===== config.mk =====
export PLATFORM = sky130hd
export DESIGN_NAME = image_block_descrambler_flat
export DESIGN_NICKNAME = d
export VERILOG_FILES = /design/src/rtl/idb_pkg.sv /design/src/rtl/idb_req_if.sv /design/src/rtl/idb_rsp_if.sv /design/src/rtl/idb_in_stage.sv /design/src/rtl/idb_descramble.sv /design/src/rtl/idb_out_stage.sv /design/src/rtl/image_block_descrambler.sv /design/src/flat_wrapper.sv
export SDC_FILE = /design/constraint.sdc
export NUM_CORES = 1
export LEC_CHECK = 0
export BUFFER_PORTS_ARGS = -buffer_cell sky130_fd_sc_hd__clkbuf_2
export CAP_MARGIN = 30
export CORE_MARGIN = 1.5
export CORE_UTILIZATION = 61
export CTS_CLUSTER_SIZE = 12
export DETAILED_ROUTE_END_ITERATION = 8
export PLACE_DENSITY = 0.79
export SYNTH_ARGS = -nofsm -noshare
export SYNTH_HDL_FRONTEND = slang
export SYNTH_SLANG_ARGS = --single-unit

===== constraint.sdc =====
create_clock -name clock -period 8.5 [get_ports clock]
set_input_delay 0 -clock clock [delete_from_list [all_inputs] [get_ports clock]]
set_output_delay 0 -clock clock [all_outputs]
set_load 0.02 [all_outputs]

===== src/rtl/idb_pkg.sv =====
package idb_pkg;

   // Configuration register indexes
   localparam logic [1:0] CSR_MODE     = 2'd0;
   localparam logic [1:0] CSR_KEY_SEED = 2'd1;
   localparam logic [1:0] CSR_BLOCK_LEN = 2'd2;

   // Descramble schemes
   typedef enum logic [1:0] {
      MODE_PREFIX = 2'd0,
      MODE_POSKEY = 2'd1,
      MODE_ADDKEY = 2'd2,
      MODE_ROTWORD = 2'd3
   } mode_type;

   localparam logic [31:0] PREFIX_LEN = 32'd25;
   localparam logic [31:0] KEY_A      = 32'hBD3ACCDD;
   localparam logic [31:0] KEY_B      = 32'h915C1A4C;
   localparam logic [7:0]  BYTE_MASK  = 8'hFF;

   // One group of result beats caused by one input byte
   typedef struct packed {
      logic [3:0][7:0] data;      // beat i carries data[i]
      logic [1:0]      last_idx;  // index of the final beat
      logic            blk;       // group closes the block
   } run_type;

endpackage


===== src/rtl/idb_req_if.sv =====
interface idb_req_if;
   logic       valid;
   logic       ready;
   logic [7:0] in_byte;

   modport source (output valid, output in_byte, input ready);
   modport sink (input valid, input in_byte, output ready);
endinterface


===== src/rtl/idb_rsp_if.sv =====
interface idb_rsp_if;
   logic       valid;
   logic       ready;
   logic [7:0] out_byte;
   logic       block_end;
   logic       run_end;

   modport source (output valid, output out_byte, output block_end, output run_end,
                   input ready);
   modport sink (input valid, input out_byte, input block_end, input run_end,
                 output ready);
endinterface


===== src/rtl/idb_in_stage.sv =====
module idb_in_stage (
   input  logic       clock,
   input  logic       reset,
   idb_req_if.sink    req_if,
   input  logic       item_take,
   output logic       item_valid,
   output logic [7:0] item_byte
);
   import idb_pkg::*;

   logic       valid_ff, valid_in;
   logic [7:0] byte_ff, byte_in;
   logic       accept;

   // Take a new beat when empty or when the held byte moves on
   assign req_if.ready = !valid_ff || item_take;
   assign accept       = req_if.valid && req_if.ready;

   always_comb begin
      valid_in = valid_ff;
      byte_in  = byte_ff;
      if (accept) begin
         valid_in = 1'b1;
         byte_in  = req_if.in_byte & BYTE_MASK;
      end else if (item_take) begin
         valid_in = 1'b0;
      end
   end

   always_ff @(posedge clock) begin
      if (reset) begin
         valid_ff <= 1'b0;
      end else begin
         valid_ff <= valid_in;
      end
      byte_ff <= byte_in;
   end

   assign item_valid = valid_ff;
   assign item_byte  = byte_ff;

endmodule


===== src/rtl/idb_descramble.sv =====
module idb_descramble (
   input  logic             clock,
   input  logic             reset,
   input  logic             csr_we,
   input  logic [1:0]       csr_index,
   input  logic [31:0]      csr_wdata,
   input  logic             item_valid,
   input  logic [7:0]       item_byte,
   input  logic             out_free,
   output logic             item_take,
   output logic             run_load,
   output idb_pkg::run_type run
);
   import idb_pkg::*;

   mode_type    mode_ff, mode_in;
   logic [31:0] seed_ff, seed_in;
   logic [31:0] blen_ff, blen_in;
   logic [31:0] pos_ff, pos_in;
   logic        phase_ff, phase_in;
   logic [7:0]  add_key_ff, add_key_in;
   logic [2:0][7:0] win_ff, win_in;

   logic        last;
   logic        early;
   logic        no_result;
   logic        csr_hit;
   logic [7:0]  prefix_key, k0, k1, pos_ks, inc, cur_key;
   logic [31:0] word, diff, rot, dec;
   run_type     run_c;

   // Block position tests
   assign last  = pos_ff >= (blen_ff - 32'd1);
   assign early = pos_ff < 32'd3;

   // Per-mode keys
   assign prefix_key = blen_ff[7:0] + pos_ff[7:0];
   assign k0         = seed_ff[8:1];
   assign k1         = {7'd0, seed_ff[0]} + seed_ff[10:3];
   assign pos_ks     = pos_ff[11:4] ^ (pos_ff[7:0] + k0) ^ k1;
   assign inc        = seed_ff[7:0] + seed_ff[23:16];
   assign cur_key    = (pos_ff == 32'd0) ? (seed_ff[15:8] + seed_ff[31:24]) : add_key_ff;

   // Rotating word path: subtract, rotate right, xor seed
   assign word = {item_byte, win_ff[2], win_ff[1], win_ff[0]};
   assign diff = word - (phase_ff ? KEY_B : KEY_A);
   assign rot  = phase_ff ? {diff[4:0], diff[31:5]} : {diff[2:0], diff[31:3]};
   assign dec  = seed_ff ^ rot;

   // Build the result group for the held byte
   always_comb begin
      run_c.data     = {4{item_byte}};
      run_c.last_idx = 2'd0;
      run_c.blk      = last;
      no_result      = 1'b0;
      case (mode_ff)
         MODE_PREFIX: begin
            if (pos_ff < PREFIX_LEN) begin
               run_c.data[0] = item_byte ^ prefix_key;
            end
         end
         MODE_POSKEY: begin
            run_c.data[0] = item_byte ^ pos_ks;
         end
         MODE_ADDKEY: begin
            run_c.data[0] = item_byte ^ cur_key;
         end
         MODE_ROTWORD: begin
            if (early) begin
               // early position: flush held bytes, then this one, if the block ends here
               run_c.data[0] = win_ff[0];
               run_c.data[1] = win_ff[1];
               run_c.data[2] = win_ff[2];
               run_c.data[pos_ff[1:0]] = item_byte;
               run_c.last_idx = pos_ff[1:0];
               no_result = !last;
            end else if (last) begin
               run_c.data     = dec;
               run_c.last_idx = 2'd3;
            end else begin
               run_c.data[0] = dec[7:0];
            end
         end
         default: begin
            run_c.data[0] = item_byte;
         end
      endcase
   end

   assign item_take = item_valid && (out_free || no_result);
   assign run_load  = item_take && !no_result;
   assign run       = run_c;
   assign csr_hit   = csr_we && (csr_index == CSR_MODE || csr_index == CSR_KEY_SEED
                                 || csr_index == CSR_BLOCK_LEN);

   // Advance block state on each taken byte; any register write restarts the block
   always_comb begin
      mode_in    = mode_ff;
      seed_in    = seed_ff;
      blen_in    = blen_ff;
      pos_in     = pos_ff;
      phase_in   = phase_ff;
      add_key_in = add_key_ff;
      win_in     = win_ff;
      if (csr_hit) begin
         case (csr_index)
            CSR_MODE:      mode_in = mode_type'(csr_wdata[1:0]);
            CSR_KEY_SEED:  seed_in = csr_wdata;
            CSR_BLOCK_LEN: blen_in = csr_wdata;
            default:       mode_in = mode_ff;
         endcase
         pos_in   = 32'd0;
         phase_in = 1'b0;
      end else if (item_take) begin
         pos_in = last ? 32'd0 : pos_ff + 32'd1;
         if (mode_ff == MODE_ADDKEY) begin
            add_key_in = cur_key + inc;
         end
         if (mode_ff == MODE_ROTWORD) begin
            if (early) begin
               win_in[pos_ff[1:0]] = item_byte;
            end else begin
               win_in   = dec[31:8];
               phase_in = last ? 1'b0 : !phase_ff;
            end
         end
         if (last) begin
            phase_in = 1'b0;
         end
      end
   end

   always_ff @(posedge clock) begin
      if (reset) begin
         mode_ff  <= MODE_PREFIX;
         seed_ff  <= 32'd0;
         blen_ff  <= 32'd1;
         pos_ff   <= 32'd0;
         phase_ff <= 1'b0;
      end else begin
         mode_ff  <= mode_in;
         seed_ff  <= seed_in;
         blen_ff  <= blen_in;
         pos_ff   <= pos_in;
         phase_ff <= phase_in;
      end
      add_key_ff <= add_key_in;
      win_ff     <= win_in;
   end

endmodule


===== src/rtl/idb_out_stage.sv =====
module idb_out_stage (
   input  logic             clock,
   input  logic             reset,
   input  logic             run_load,
   input  idb_pkg::run_type run,
   output logic             out_free,
   idb_rsp_if.source        rsp_if
);
   import idb_pkg::*;

   run_type    run_ff, run_in;
   logic       valid_ff, valid_in;
   logic [1:0] idx_ff, idx_in;
   logic       fire, final_beat;

   assign fire       = valid_ff && rsp_if.ready;
   assign final_beat = fire && (idx_ff == run_ff.last_idx);
   assign out_free   = !valid_ff || final_beat;

   // Drive the current beat of the held group
   assign rsp_if.valid     = valid_ff;
   assign rsp_if.out_byte  = run_ff.data[idx_ff];
   assign rsp_if.run_end   = idx_ff == run_ff.last_idx;
   assign rsp_if.block_end = (idx_ff == run_ff.last_idx) && run_ff.blk;

   // Load a new group, or advance through the held one
   always_comb begin
      run_in   = run_ff;
      valid_in = valid_ff;
      idx_in   = idx_ff;
      if (run_load) begin
         run_in   = run;
         valid_in = 1'b1;
         idx_in   = 2'd0;
      end else if (final_beat) begin
         valid_in = 1'b0;
      end else if (fire) begin
         idx_in = idx_ff + 2'd1;
      end
   end

   always_ff @(posedge clock) begin
      if (reset) begin
         valid_ff <= 1'b0;
         idx_ff   <= 2'd0;
      end else begin
         valid_ff <= valid_in;
         idx_ff   <= idx_in;
      end
      run_ff <= run_in;
   end

endmodule


===== src/rtl/image_block_descrambler.sv =====
// An accepted byte passes from the input register through the decode into the result register.
// Throughput: one byte per cycle while the result port is ready; the decode is one pass.
// A rotating-word block's final byte gives up to four beats, one per cycle while ready, so the
// held input byte waits until the last beat is taken; this is set by the single result port.
// Reset (synchronous, active high): mode 0, seed 0, length 1, position 0, both stages empty.
module image_block_descrambler (
   input  logic        clock,
   input  logic        reset,
   input  logic        csr_we,
   input  logic [1:0]  csr_index,
   input  logic [31:0] csr_wdata,
   idb_req_if.sink     req_if,
   idb_rsp_if.source   rsp_if
);
   import idb_pkg::*;

   logic       item_valid;
   logic [7:0] item_byte;
   logic       item_take;
   logic       out_free;
   logic       run_load;
   run_type    run;

   idb_in_stage u_in (
      .clock      (clock),
      .reset      (reset),
      .req_if     (req_if),
      .item_take  (item_take),
      .item_valid (item_valid),
      .item_byte  (item_byte)
   );

   idb_descramble u_dsc (
      .clock      (clock),
      .reset      (reset),
      .csr_we     (csr_we),
      .csr_index  (csr_index),
      .csr_wdata  (csr_wdata),
      .item_valid (item_valid),
      .item_byte  (item_byte),
      .out_free   (out_free),
      .item_take  (item_take),
      .run_load   (run_load),
      .run        (run)
   );

   idb_out_stage u_out (
      .clock    (clock),
      .reset    (reset),
      .run_load (run_load),
      .run      (run),
      .out_free (out_free),
      .rsp_if   (rsp_if)
   );

endmodule

===== src/flat_wrapper.sv =====
// flat-port wrapper written by rule: the top's interface ports become plain ports
module image_block_descrambler_flat import idb_pkg::*;
  (clock, reset, csr_we, csr_index, csr_wdata, req_if_valid, req_if_in_byte, req_if_ready, rsp_if_valid, rsp_if_out_byte, rsp_if_block_end, rsp_if_run_end, rsp_if_ready);
  idb_req_if req_if_i ();
  idb_rsp_if rsp_if_i ();
  input  logic clock;
  input  logic reset;
  input  logic csr_we;
  input  logic [1:0] csr_index;
  input  logic [31:0] csr_wdata;
  input wire logic [$bits(req_if_i.valid)-1:0] req_if_valid;
  input wire logic [$bits(req_if_i.in_byte)-1:0] req_if_in_byte;
  output wire logic [$bits(req_if_i.ready)-1:0] req_if_ready;
  output wire logic [$bits(rsp_if_i.valid)-1:0] rsp_if_valid;
  output wire logic [$bits(rsp_if_i.out_byte)-1:0] rsp_if_out_byte;
  output wire logic [$bits(rsp_if_i.block_end)-1:0] rsp_if_block_end;
  output wire logic [$bits(rsp_if_i.run_end)-1:0] rsp_if_run_end;
  input wire logic [$bits(rsp_if_i.ready)-1:0] rsp_if_ready;
  assign req_if_i.valid = req_if_valid;
  assign req_if_i.in_byte = req_if_in_byte;
  assign req_if_ready = req_if_i.ready;
  assign rsp_if_valid = rsp_if_i.valid;
  assign rsp_if_out_byte = rsp_if_i.out_byte;
  assign rsp_if_block_end = rsp_if_i.block_end;
  assign rsp_if_run_end = rsp_if_i.run_end;
  assign rsp_if_i.ready = rsp_if_ready;
  image_block_descrambler u_core (.clock(clock), .reset(reset), .csr_we(csr_we), .csr_index(csr_index), .csr_wdata(csr_wdata), .req_if(req_if_i), .rsp_if(rsp_if_i));
endmodule

# Word-level counts from Yosys, hierarchy flattened
# Cells that the tools add are included.
[word_totals]
ff_bits = 178
inputBits = 47
out_inout_bits = 12
wordCells = 109
[op_classes]
addsub = 10
order_cmp = 6
eq_ne = 7
muxes = 26
bitwise = 8
n_reduce_logical = 33
[ops]
columns = ["operator", "n"]
rows = [
  ["$mux 24", 3],
  ["$mux 32", 2],
  ["$add 8x8->8", 5],
  ["$xor 8x8->8", 5],
  ["$mux 34", 1],
  ["$add 32x1->32 const B", 1],
  ["$bwmux 32", 1],
  ["$ge 32x32->1", 1],
  ["$logic_not 32->1", 1],
  ["$lt 32x2->1 const B", 1],
  ["$lt 32x5->1 const B", 1],
  ["$mux 8", 4],
  ["$pmux 8 s4", 1],
  ["$sub 32x1->32 const B", 1],
  ["$sub 32x32->32", 1],
  ["$xor 32x32->32", 1],
  ["$mux 30", 1],
  ["$bwmux 24", 1],
  ["$bmux 8 s2", 1],
  ["$demux 8 s2", 1],
  ["$mux 1", 9],
  ["$reduce_and 3->1", 3],
  ["$add 1x8->8", 1],
  ["$logic_and 1x1->1", 8],
  ["15 further kinds", 35],
]

# Longest topological paths before layout
# Gate-level depths: netlist of run 1.
[depth]
word_depth = 10
ltp_mapped = 19
mapped_depth_nobuf = 18

# By module
# Synthesis of run 1 repeated with hierarchy kept, for this count alone.
[unflattened]
cells_unflattened = 1453
area_unflattened_um2 = 12657.1
[by_module_without_submodules]
columns = ["mod", "instances", "cells_per_inst", "area_each_um2", "seq_area_each_um2"]
rows = [
  ["idb_descramble", 1, 1372, 10909.2, 2942.8],
  ["idb_out_stage", 1, 68, 1452.6, 1111.1],
  ["idb_in_stage", 1, 13, 295.3, 260.2],
]

# Least setup slack after synthesis of run 1
# No wires, ideal clock.
[synth_timing]
kind = "flip-flop to flip-flop"
from = "reg u_core.u_dsc.blen_ff[7]"
to = "reg u_core.u_dsc.win_ff[0] in the netlist's numbering, enable pin"
setup_time_ns = 0.435
arrival_time_ns = 5.507
t_required_ns = 8.065
path_slack_ns = 2.558
stages_incl_launch_ff = 17
path_buffers = 2
synth_period_minus_slack_ns = 5.942
path_cell_list = "dfxtp_1 -> clkbuf_1 -> or4_1 -> nor4_1 -> nand3_1 -> or3_1 -> clkbuf_1 -> nor4_1 -> xnor2_1 -> ha_1 -> a21o_1 -> a21o_1 -> a211oi_1 -> nand4_2 -> nand2_1 -> nand2_1 -> nor3_1"
[synth_via]
elab_chain_cells = 8
[synth_rtl]
columns = ["item", "line_no", "text"]
rows = [
  ["from (decl)", "idb_descramble.sv:18", "logic [31:0] blen_ff, blen_in;"],
  ["from (signal assigned)", "idb_descramble.sv:143", "blen_ff <= blen_in;"],
  ["$sub 32x1->32", "idb_descramble.sv:33", "assign last = pos_ff >= (blen_ff - 32'd1);"],
  ["$ge 32x32->1", "idb_descramble.sv:33", ""],
  ["$logic_not 1->1", "idb_descramble.sv:76", "no_result = !last;"],
  ["$mux 1", "idb_descramble.sv:69", "if (early) begin"],
  ["$mux 1", "idb_descramble.sv:56", "case (mode_ff)"],
  ["$logic_or 1x1->1", "idb_descramble.sv:90", "assign item_take = item_valid && (out_free || no_result);"],
  ["$logic_and 1x1->1", "idb_descramble.sv:90", ""],
  ["$reduce_and 3->1 (no line)", "-", ""],
  ["to (signal assigned)", "idb_descramble.sv:148", "win_ff <= win_in;"],
  ["to (decl)", "idb_descramble.sv:22", "logic [2:0][7:0] win_ff, win_in;"],
]
# No other way between the ends.
# A chain may end at the register's enable or synchronous reset.

# Final worst setup path of run 1
[layout_timing]
from = "reg u_core.u_dsc.blen_ff[1]"
to = "reg u_core.u_dsc.pos_ff[23]"
[layout_via]
elab_chain_cells = 7
elab_cells_between_ends = 8
classes_between = "add/sub: 1; order compare: 1; mux: 3; reduce/logical: 3"
[layout_rtl]
columns = ["item", "line_no", "text"]
rows = [
  ["$sub 32x1->32 *", "idb_descramble.sv:33", ""],
  ["$ge 32x32->1 *", "idb_descramble.sv:33", ""],
  ["$logic_not 1->1", "idb_descramble.sv:76", ""],
  ["$mux 1", "idb_descramble.sv:69", ""],
  ["$mux 1", "idb_descramble.sv:56", ""],
  ["$logic_or 1x1->1", "idb_descramble.sv:90", ""],
  ["$logic_and 1x1->1", "idb_descramble.sv:90", ""],
  ["to (signal assigned)", "idb_descramble.sv:144", "pos_ff <= pos_in;"],
  ["to (decl)", "idb_descramble.sv:19", "logic [31:0] pos_ff, pos_in;"],
]
# Every way passes the cells marked *; elsewhere a longest branch is shown, timed or not.

==> results of run 1 <==
## worst max-delay path, cell delays in order (launching register included)
cell	delay, ns
dfxtp_1	0.36
nor3_1	0.39
nand2b_1	0.14
nor4_1	0.54
nand3_1	0.32
or3_1	0.51
nor4_1	0.32
xnor2_1	0.18
ha_1	0.28
a21o_1	0.17
a21o_1	0.18
a211oi_1	0.53
nand4_2	0.27
a2111oi_4	1.03
nand3_1	0.21
xor2_1	0.25
nor2_2	0.06
## final cells by class
class | count | area, µm² | area share
multi-input combinational | 1172 | 7950 | 0.557
sequential | 178 | 4310 | 0.302
timing repair buffer | 116 | 838 | 0.0588
clock buffer | 17 | 425 | 0.0298
tap | 270 | 338 | 0.0237
inverter | 57 | 214 | 0.0150
clock inverter | 15 | 189 | 0.0132
## path summary, 6_finish.rpt
path	cells past startpoint	slack, ns	endpoint	from
worst min register to register	2	0.46	u_core.u_dsc.seed_ff[21]	u_core.u_dsc.seed_ff[21]
worst min-delay path	5	-0.005	u_core.u_out.idx_ff[0]	rsp_if_ready
worst max register to register	16	2.61	u_core.u_dsc.pos_ff[23]	u_core.u_dsc.blen_ff[1]
worst max-delay path	16	2.61	u_core.u_dsc.pos_ff[23]	u_core.u_dsc.blen_ff[1]
## logic make-up after synthesis
kind of cell | Yosys count
xor+xnor | 184
buf+inv | 134
flops | 178
simple gates | 514
fa+ha+maj | 95
mux | 56
compound gates | 323
## where the power goes
part / internal, mW / switching, mW / total (mW)
Sequential: 0.918 / 0.0334 / 0.952
Clock: 0.450 / 0.383 / 0.834
Combinational: 0.115 / 0.163 / 0.278
## cells in the mapped netlist (5+ instances only)
cell type / n / share of area
o211ai_1: 6 / 0.0035
mux4_2: 8 / 0.014
buf_1: 10 / 0.0029
nor2b_1: 18 / 0.0088
o21ai_0: 37 / 0.014
nand4_1: 17 / 0.0083
inv_1: 57 / 0.017
a21o_1: 16 / 0.0094
mux2_2: 8 / 0.0071
nand3_1: 26 / 0.010
nor4_1: 20 / 0.0098
o22ai_1: 14 / 0.0069
xnor2_1: 110 / 0.075
or3_1: 9 / 0.0044
and4_1: 6 / 0.0041
dfxtp_1: 103 / 0.16
o21a_1: 5 / 0.0029
clkbuf_1: 60 / 0.018
and2_1: 7 / 0.0034
a211oi_1: 30 / 0.018
edfxtp_1: 75 / 0.18
and3_1: 17 / 0.0083
or4_1: 5 / 0.0029
nor3_1: 28 / 0.011
xor2_1: 74 / 0.051
a21oi_1: 164 / 0.064
nand3b_1: 5 / 0.0029
o21bai_1: 8 / 0.0047
nand2b_1: 5 / 0.0024
fa_1: 11 / 0.017
ha_1: 84 / 0.082
nand2_1: 218 / 0.064
mux2i_1: 40 / 0.031
a22oi_1: 5 / 0.0029
nor2_1: 107 / 0.031
buf_2: 5 / 0.0020
a221oi_1: 5 / 0.0034
## flip-flops by register name, indices dropped and copies added (netlist names), 2 cells and up
register and count:
u_core.u_dsc.blen_ff 32, u_core.u_out.run_ff 35, u_core.u_dsc.mode_ff 2, u_core.u_dsc.seed_ff 32, u_core.u_out.idx_ff 2, u_core.u_dsc.add_key_ff 8
u_core.u_dsc.pos_ff 32, u_core.u_in.item_byte 8, u_core.u_dsc.win_ff 24
## metrics by stage
stage	hold slack [ns]	util	setup slack, ns	std cells	instance area, µm²
detailed placement	0.179	0.649	2.85	1751	13200
global placement	0.179	0.649	2.96	1749	13200
CTS	0.00747	0.699	2.76	1824	14200
floorplan	0.0989	-	2.56	1484	12800
finish	-0.00476	0.700	2.61	1825	14300
global route	0.0587	0.700	2.42	1825	14300
## layer usage
metal	GRT usage	vias to the layer above	part of all wire
met5	0	-	0.00035
met4	0.144	2	0.043
met3	0.0796	107	0.10
met2	0.531	645	0.44
met1	0.484	5413	0.41
li1	-	5388	-
==> results.yml, run 1 <==
drt:
  wl_per_cell_um: 20.5
  drt_iter0_markers: 1405
  drtAntennaViolNets: 0
  drt_pass1_iterations: 6
  viasPerCell: 6.33
  drcViolationCount: 0
  vias: 11600
  drt_wl_total_mm: 37.5
worst_setup_path:
  cp-start-kind: "flip-flop"
  crit_type: "flip-flop to flip-flop"
  critPathCaptureType: "flip-flop"
  crit_required_ns: 8.82
  cp_max_fo: 15
  critPathArrivalTime_ns: 6.22
placement:
  gp_congestion: 0.979
  port-buffer-count: 58
  place_hpwl_mm: 27.5
cts:
  cts.clk_slew.worst_paths_ns: 0.07
  cts_tree: "done"
  clk_latency_ns: 0.44
  ctsResizeCount: 0
  post_cts_buffers: 0
  cts_root_buf: "clkbuf_16"
  cts_sinks: 178
  clockBufferDepth: 2
  cts_made_buffers: 17
  htree_levels: 4
  hold_buffers: 41
timing:
  min_period_over_period: 0.693
  setup_violations: 0
  maxClockFrequency_ghz: 0.170
  clock-skew-final_ns: 0.0104
  worst-slew-pin-transition_ns: 1.05
  hold_ws_ns: -0.00476
  fin_tns_setup_ns: 0
  period_minus_slack_ns: 5.89
  slew_headroom: 0.298
  finalHoldViolCount: 1
  drv_slew: 0
  rsz0062_at_grt: "no"
yosys:
  ys_warn_count: 0
  synthMuxAreaShare: 0.0525
  synth_simple_gate_area_frac: 0.189
  syn_nets: 1626
  synth.distinct_cells: 71
  synthAdderAreaFrac: 0.0995
  netlist_instances: 1484
  netlist_area_um2: 12800
  synth-compound-area-share: 0.154
  synth_xor_area_frac: 0.126
  ys.flop_type: "dfxtp_1"
  ys_seq_area_frac: 0.338
  async_reset_ff_frac: 0
  postSynthAreaPerCell_um2: 8.61
  synth_top_family_by_area: "simple AND/OR/NAND/NOR gates"
  synth_edf_count: 75
  synth_seq_cells: 178
floorplanning:
  die_area_um2: 21800
  core_um2: 20400
  die_w_um: 148
  std_cell_rows: 52
  initial_core_util: 0.627
  die_y_um: 148
  io_pins: 59
finish:
  syn_to_final_growth_pct: 11.7
  diodes: 0
  final_cell_mix: "218 x nand2_1, 164 x a21oi_1, 110 x xnor2_1"
  drive_gt1_frac: 0.0900
  fill_cells: 1575
  layout_commonest_cell: "nand2_1"
  fin_nets: 1684
pwr:
  power.total_mw: 2.06
  power_density_nw_per_um2: 145
  leakage_nw: 5.74
  vdd_drop_max_mv: 0.130
global_routing:
  grt_pass1_vias: 10800
  grt_max_degree: 72
  antenna_found_initial: 1
  overflow: 0
  grtUsageTotal: 0.350
  grt_pass1_wl_mm: 58.6
run:
  max_cap_violations: 0
run_status:
  outcome: "finished, violations left"
  violations: "hold timing"
worst_hold_path:
  hp-class: "primary input to flip-flop"
(Power assumes the default switching activity.)
==> inputs of run 2 (changes only) <==
==> constraint.sdc (replaced) <==
create_clock -name clock -period 5.8 [get_ports clock]
set_input_delay 0 -clock clock [delete_from_list [all_inputs] [get_ports clock]]
set_output_delay 0 -clock clock [all_outputs]
set_load 0.02 [all_outputs]
==> run 2 against run 1 <==
Effect of this change:
- the run now ends clean
- utilization increased by 0.38 points
- first-iteration DRC count up 8.5%
- non-clock buffer count up 11
- register-to-register slack worse by 2.1 ns
- sequential cell count stayed put
- combinational power up 49%
- cell area is 0.54% higher
- sequential share of layout area fell by 0.16 points
- clock-buffer cell count rose by 5
- via count rose by 1.3%
- clock skew is 0.0045 ns higher
- largest cell class unchanged
==> results.yml, run 2 (synthesis gave the netlist of run 1 again) <==
pwr:
  leakage_nw: 5.79
  vdd_drop_max_mv: 0.207
  power_density_nw_per_um2: 209
timing:
  fin_tns_setup_ns: 0
  hold_ws_ns: 0.0660
  worst-slew-pin-transition_ns: 0.932
  period_minus_slack_ns: 5.28
  drv_slew: 0
  setup_violations: 0
  min_period_over_period: 0.911
  slew_headroom: 0.373
  maxClockFrequency_ghz: 0.189
  rsz0062_at_grt: "no"
  clock-skew-final_ns: 0.0149
  finalHoldViolCount: 0
worst_setup_path:
  reg2reg_depth: 16
  cp_max_fo: 7
  crit_required_ns: 6.10
  crit_type: "flip-flop to flip-flop"
  critPathCaptureType: "flip-flop"
  critPathArrivalTime_ns: 5.58
  cp-start-kind: "flip-flop"
cts:
  clockBufferDepth: 2
  cts_root_buf: "clkbuf_16"
  cts.clk_slew.worst_paths_ns: 0.07
  post_cts_buffers: 0
  cts_made_buffers: 17
  htree_levels: 4
  cts_tree: "done"
  cts_sinks: 178
  clk_latency_ns: 0.45
global_routing:
  grt_pass1_vias: 10900
  overflow: 0
  grt_pass1_wl_mm: 60.1
  antenna_found_initial: 0
  grt_max_degree: 72
  grtUsageTotal: 0.359
floorplanning:
  std_cell_rows: 52
  core_um2: 20400
  die_w_um: 148
  io_pins: 59
  die_area_um2: 21800
  initial_core_util: 0.627
  die_y_um: 148
finish:
  drive_gt1_frac: 0.0958
  fill_cells: 1572
  layout_commonest_cell: "nand2_1"
  final_cell_mix: "218 x nand2_1, 164 x a21oi_1, 110 x xnor2_1"
  syn_to_final_growth_pct: 12.3
  fin_nets: 1695
  largest_register_ffs: 35
  fin_util: 0.704
  instances_no_fill: 1837
  final_area_um2: 14300
  regMostFlops: "u_core.u_out.run_ff"
placement:
  dp.cells: 1762
  dpl_cell_area_um2: 13300
  gp_congestion: 0.977
  port-buffer-count: 58
  place_hpwl_mm: 28.2
drt:
  drt_iter0_markers: 1525
  wl_per_cell_um: 20.8
  drt_wl_total_mm: 38.2
  vias: 11700
  drcViolationCount: 0
  drtAntennaViolNets: 0
  viasPerCell: 6.37
  drt_pass1_iterations: 6
worst_hold_path:
  hp-class: "primary input to flip-flop"
  min_path_cells: 5
run:
  max_cap_violations: 0
run_status:
  outcome: "complete, no violations"
==> run 2: final cells by class <==
cell class                      instances  area (µm²)  area share
Antenna cell                            1        2.50    0.000174
Sequential cell                       178        4310       0.301
Clock buffer                           22         507      0.0353
Inverter                               57         214      0.0149
Tap cell                              270         338      0.0236
Multi-Input combinational cell       1172        7960       0.555
Timing Repair Buffer                  127         913      0.0637
Clock inverter                         10        95.1     0.00663
==> run 2: metrics by stage <==
stage          worst slack (ns)  total power, mW
2_1_floorplan             0.597             1.67
3_3_place_gp              0.576             1.79
3_5_place_dp              0.418             1.80
4_1_cts                   0.356             3.00
5_1_grt                  0.0256             3.09
6_report                  0.518             3.00
==> run 2: final timing paths <==
check | start | endpoint | slack (ns)
setup reg to reg | u_core.u_dsc.blen_ff[7] | u_core.u_out.run_ff[15] | 0.52
hold / removal | csr_index[0] | u_core.u_dsc.mode_ff[0] | 0.07
setup / recovery | u_core.u_dsc.blen_ff[7] | u_core.u_out.run_ff[15] | 0.52
hold reg to reg | u_core.u_dsc.seed_ff[17] | u_core.u_dsc.seed_ff[17] | 0.45
==> run 2: where the power goes <==
| group | leakage [nW] | total, mW | internal, mW | switching (mW) |
|---|---|---|---|---|
| registers | 1.53 | 1.39 | 1.35 | 0.0481 |
| clock network | 0.295 | 1.19 | 0.668 | 0.524 |
| logic | 3.97 | 0.415 | 0.173 | 0.242 |
==> run 2: repair_timing <==
action,CTS,global route
hold endpoints to repair,76,0
hold buffers,42,0
gates resized for setup,0,1
setup endpoints to repair,0,15
==> run 2: per-layer routing <==
metal  vias to the layer above  share of wire  wire length, µm  track usage
met4                         0          0.035             1320        0.123
met5                         -              0                0            0
met1                      5452           0.40            15100        0.493
met2                       754           0.45            17200        0.564
li1                       5395              -                -            -
met3                       106           0.12             4540       0.0735
==> run 2: critical path, cell delays in order (launching register included) <==
cell       delay, ns
dfxtp_1         0.39
or4_1           0.64
nor4_2          0.36
nand3_1         0.21
or3_1           0.48
nor4_1          0.32
xnor2_1         0.12
ha_1            0.32
nand4_1         0.12
or3_1           0.44
nor3_1          0.21
o2111ai_1       0.17
and3_1          0.30
a21o_1          0.24
a21oi_1         0.46
o22ai_1         0.19
a21oi_1         0.17
==> inputs of run 3 (changes only) <==
==> constraint.sdc (replaced) <==
create_clock -name clock -period 6.8 [get_ports clock]
set_input_delay 0 -clock clock [delete_from_list [all_inputs] [get_ports clock]]
set_output_delay 0 -clock clock [all_outputs]
set_load 0.02 [all_outputs]
==> run 3 against run 2 <==
Effect of this change:
- hold slack better by 0.021 ns
- register-to-register slack better by 0.55 ns
- sequential power down 14%
- combinational power down 16%
- critical endpoint unchanged
- routed wire length down 2.1%
- die area unchanged
- setup slack better by 0.55 ns
- utilization down 0.43 points
- power down 14%
- first-iteration DRC count down 14%
- global-route usage down 1.0 points
- critical path depth up 1
==> results.yml, run 3 (synthesis gave the netlist of run 1 again) <==
finish:
  diodes: 0
  instances_no_fill: 1826
  largest_register_ffs: 35
  layout_commonest_cell: "nand2_1"
  syn_to_final_growth_pct: 11.6
  final_cell_mix: "218 x nand2_1, 164 x a21oi_1, 110 x xnor2_1"
  fin_nets: 1685
  ff_latch_area_um2: 4310
  fill_cells: 1593
  multi_input_area_um2: 7950
  drive_gt1_frac: 0.0880
  regMostFlops: "u_core.u_out.run_ff"
cts:
  cts_tree: "done"
  cts_root_buf: "clkbuf_16"
  clockBufferDepth: 2
  htree_levels: 4
  cts_sinks: 178
  cts.clk_slew.worst_paths_ns: 0.07
  clk_latency_ns: 0.44
  post_cts_buffers: 0
  cts_made_buffers: 17
run_status:
  outcome: "complete, no violations"
worst_setup_path:
  path_cells: "nor3_1 > nand2b_1 > nor4_1 > nand3_1 > or3_1 > nor4_1 > xnor2_1 > ha_1 > nand4_1 > or3_1 > nor3_1 > o2111ai_1 > and3_1 > a21o_1 > a21oi_1 > o22ai_1 > a21oi_1"
  crit_slowest_cell: "nor4_1"
  rr_startpoint: "u_core.u_dsc.blen_ff[1]"
  cp_max_fo: 7
  r2r-end: "u_core.u_out.run_ff[15]"
  crit_required_ns: 7.08
  critPathArrivalTime_ns: 6.01
  reg2reg_depth: 17
  cp-start-kind: "flip-flop"
  crit_type: "flip-flop to flip-flop"
  critPathMaxStageDelay_ns: 0.56
  critPathCaptureType: "flip-flop"
  r2r_slack_ns: 1.07
pwr:
  pwr-share-seq: 0.462
  power_density_nw_per_um2: 181
  leakage_nw: 5.74
  power.share.clock: 0.404
  p_int_mw: 1.88
  switchingPower_uw: 701
  switching_share: 0.272
  vdd_drop_max_mv: 0.180
  comb_power_share: 0.135
drt:
  drt_pass1_iterations: 6
  drt_iter0_markers: 1319
  viasPerCell: 6.30
  drcViolationCount: 0
  vias: 11500
  wl_per_cell_um: 20.5
  drtAntennaViolNets: 0
  drt_wl_total_mm: 37.4
floorplanning:
  std_cell_rows: 52
  die_w_um: 148
  io_pins: 59
  die_area_um2: 21800
  initial_core_util: 0.627
  die_y_um: 148
  core_um2: 20400
worst_hold_path:
  worstHoldStart: "csr_index[1]"
  holdPathEnd: "u_core.u_dsc.mode_ff[0]"
  min_path_cells: 4
  hp-class: "primary input to flip-flop"
placement:
  place_hpwl_mm: 27.6
  port-buffer-count: 58
  dp.cells: 1752
  gp_congestion: 0.992
timing:
  slew_headroom: 0.336
  min_period_over_period: 0.843
  rsz0062_at_grt: "no"
  drv_slew: 0
  setup_violations: 0
  finalHoldViolCount: 0
  worst-slew-pin-transition_ns: 0.995
  maxClockFrequency_ghz: 0.174
  fin_tns_setup_ns: 0
  hold_ws_ns: 0.0867
  clock-skew-final_ns: 0.00971
  period_minus_slack_ns: 5.73
global_routing:
  grt_pass1_wl_mm: 58.5
  grtUsageTotal: 0.349
  grt_max_degree: 72
  overflow: 0
  antenna_found_initial: 1
  grt_pass1_vias: 10800
run:
  max_cap_violations: 0
## run 3: how the worst max path moves through the flow
stage                             from                 endpoint  slack, ns  cells after the start
2_1_floorplan  u_core.u_dsc.blen_ff[7]   u_core.u_dsc.win_ff[0]       0.86                     16
3_3_place_gp   u_core.u_dsc.blen_ff[7]  u_core.u_dsc.pos_ff[21]       1.53                     15
3_5_place_dp   u_core.u_dsc.blen_ff[7]  u_core.u_dsc.pos_ff[17]       1.35                     15
4_1_cts        u_core.u_dsc.blen_ff[7]  u_core.u_dsc.pos_ff[31]       1.19                     15
5_1_grt        u_core.u_dsc.blen_ff[7]  u_core.u_dsc.pos_ff[23]       0.67                     15
6_report       u_core.u_dsc.blen_ff[1]  u_core.u_out.run_ff[15]       1.07                     17
## run 3: power by group through the flow
stage	logic (mW)	registers, mW	clock network (mW)
final	0.348	1.19	1.04
after global routing	0.378	1.19	1.08
after CTS	0.340	1.19	1.04
after detailed placement	0.318	1.21	0
after global placement	0.310	1.21	0
after floorplan	0.234	1.19	0
## run 3: worst max-delay path, delay by kind of cell (launching register included)
kind            cells  cell delay, ns
simple gates       10            3.43
compound gates      5            1.32
flops               1            0.36
fa+ha+maj           1            0.32
xor+xnor            1            0.13
## run 3: final cells by class
type / instances / area share
clock buffer: 18 / 0.0301
clock inverter: 14 / 0.0123
inverter: 57 / 0.0150
multi-input combinational: 1172 / 0.557
sequential: 178 / 0.303
tap: 270 / 0.0237
timing repair buffer: 117 / 0.0588
## run 3: stage by stage
step | utilization | instance area [µm²] | worst slack (ns) | power [mW]
global placement | 0.650 | 13200 | 1.53 | 1.52
floorplan | - | 12800 | 0.858 | 1.42
global route | 0.700 | 14300 | 0.670 | 2.65
finish | 0.700 | 14300 | 1.07 | 2.58
detailed placement | 0.650 | 13200 | 1.35 | 1.53
CTS | 0.700 | 14300 | 1.19 | 2.57
## run 3: routing by layer
layer | vias up | global-route usage | routed length [µm]
met5 | - | 0 | 12
met4 | 2 | 0.133 | 1340
met3 | 97 | 0.0824 | 4210
met2 | 626 | 0.528 | 16300
met1 | 5403 | 0.483 | 15500
li1 | 5383 | - | -
## run 3: timing repair
| action | 4_1_cts | 5_1_grt |
|---|---|---|
| hold buffers | 42 | 0 |
| gates resized for setup | 0 | 0 |
| endpoints found under the hold margin | 76 | 0 |
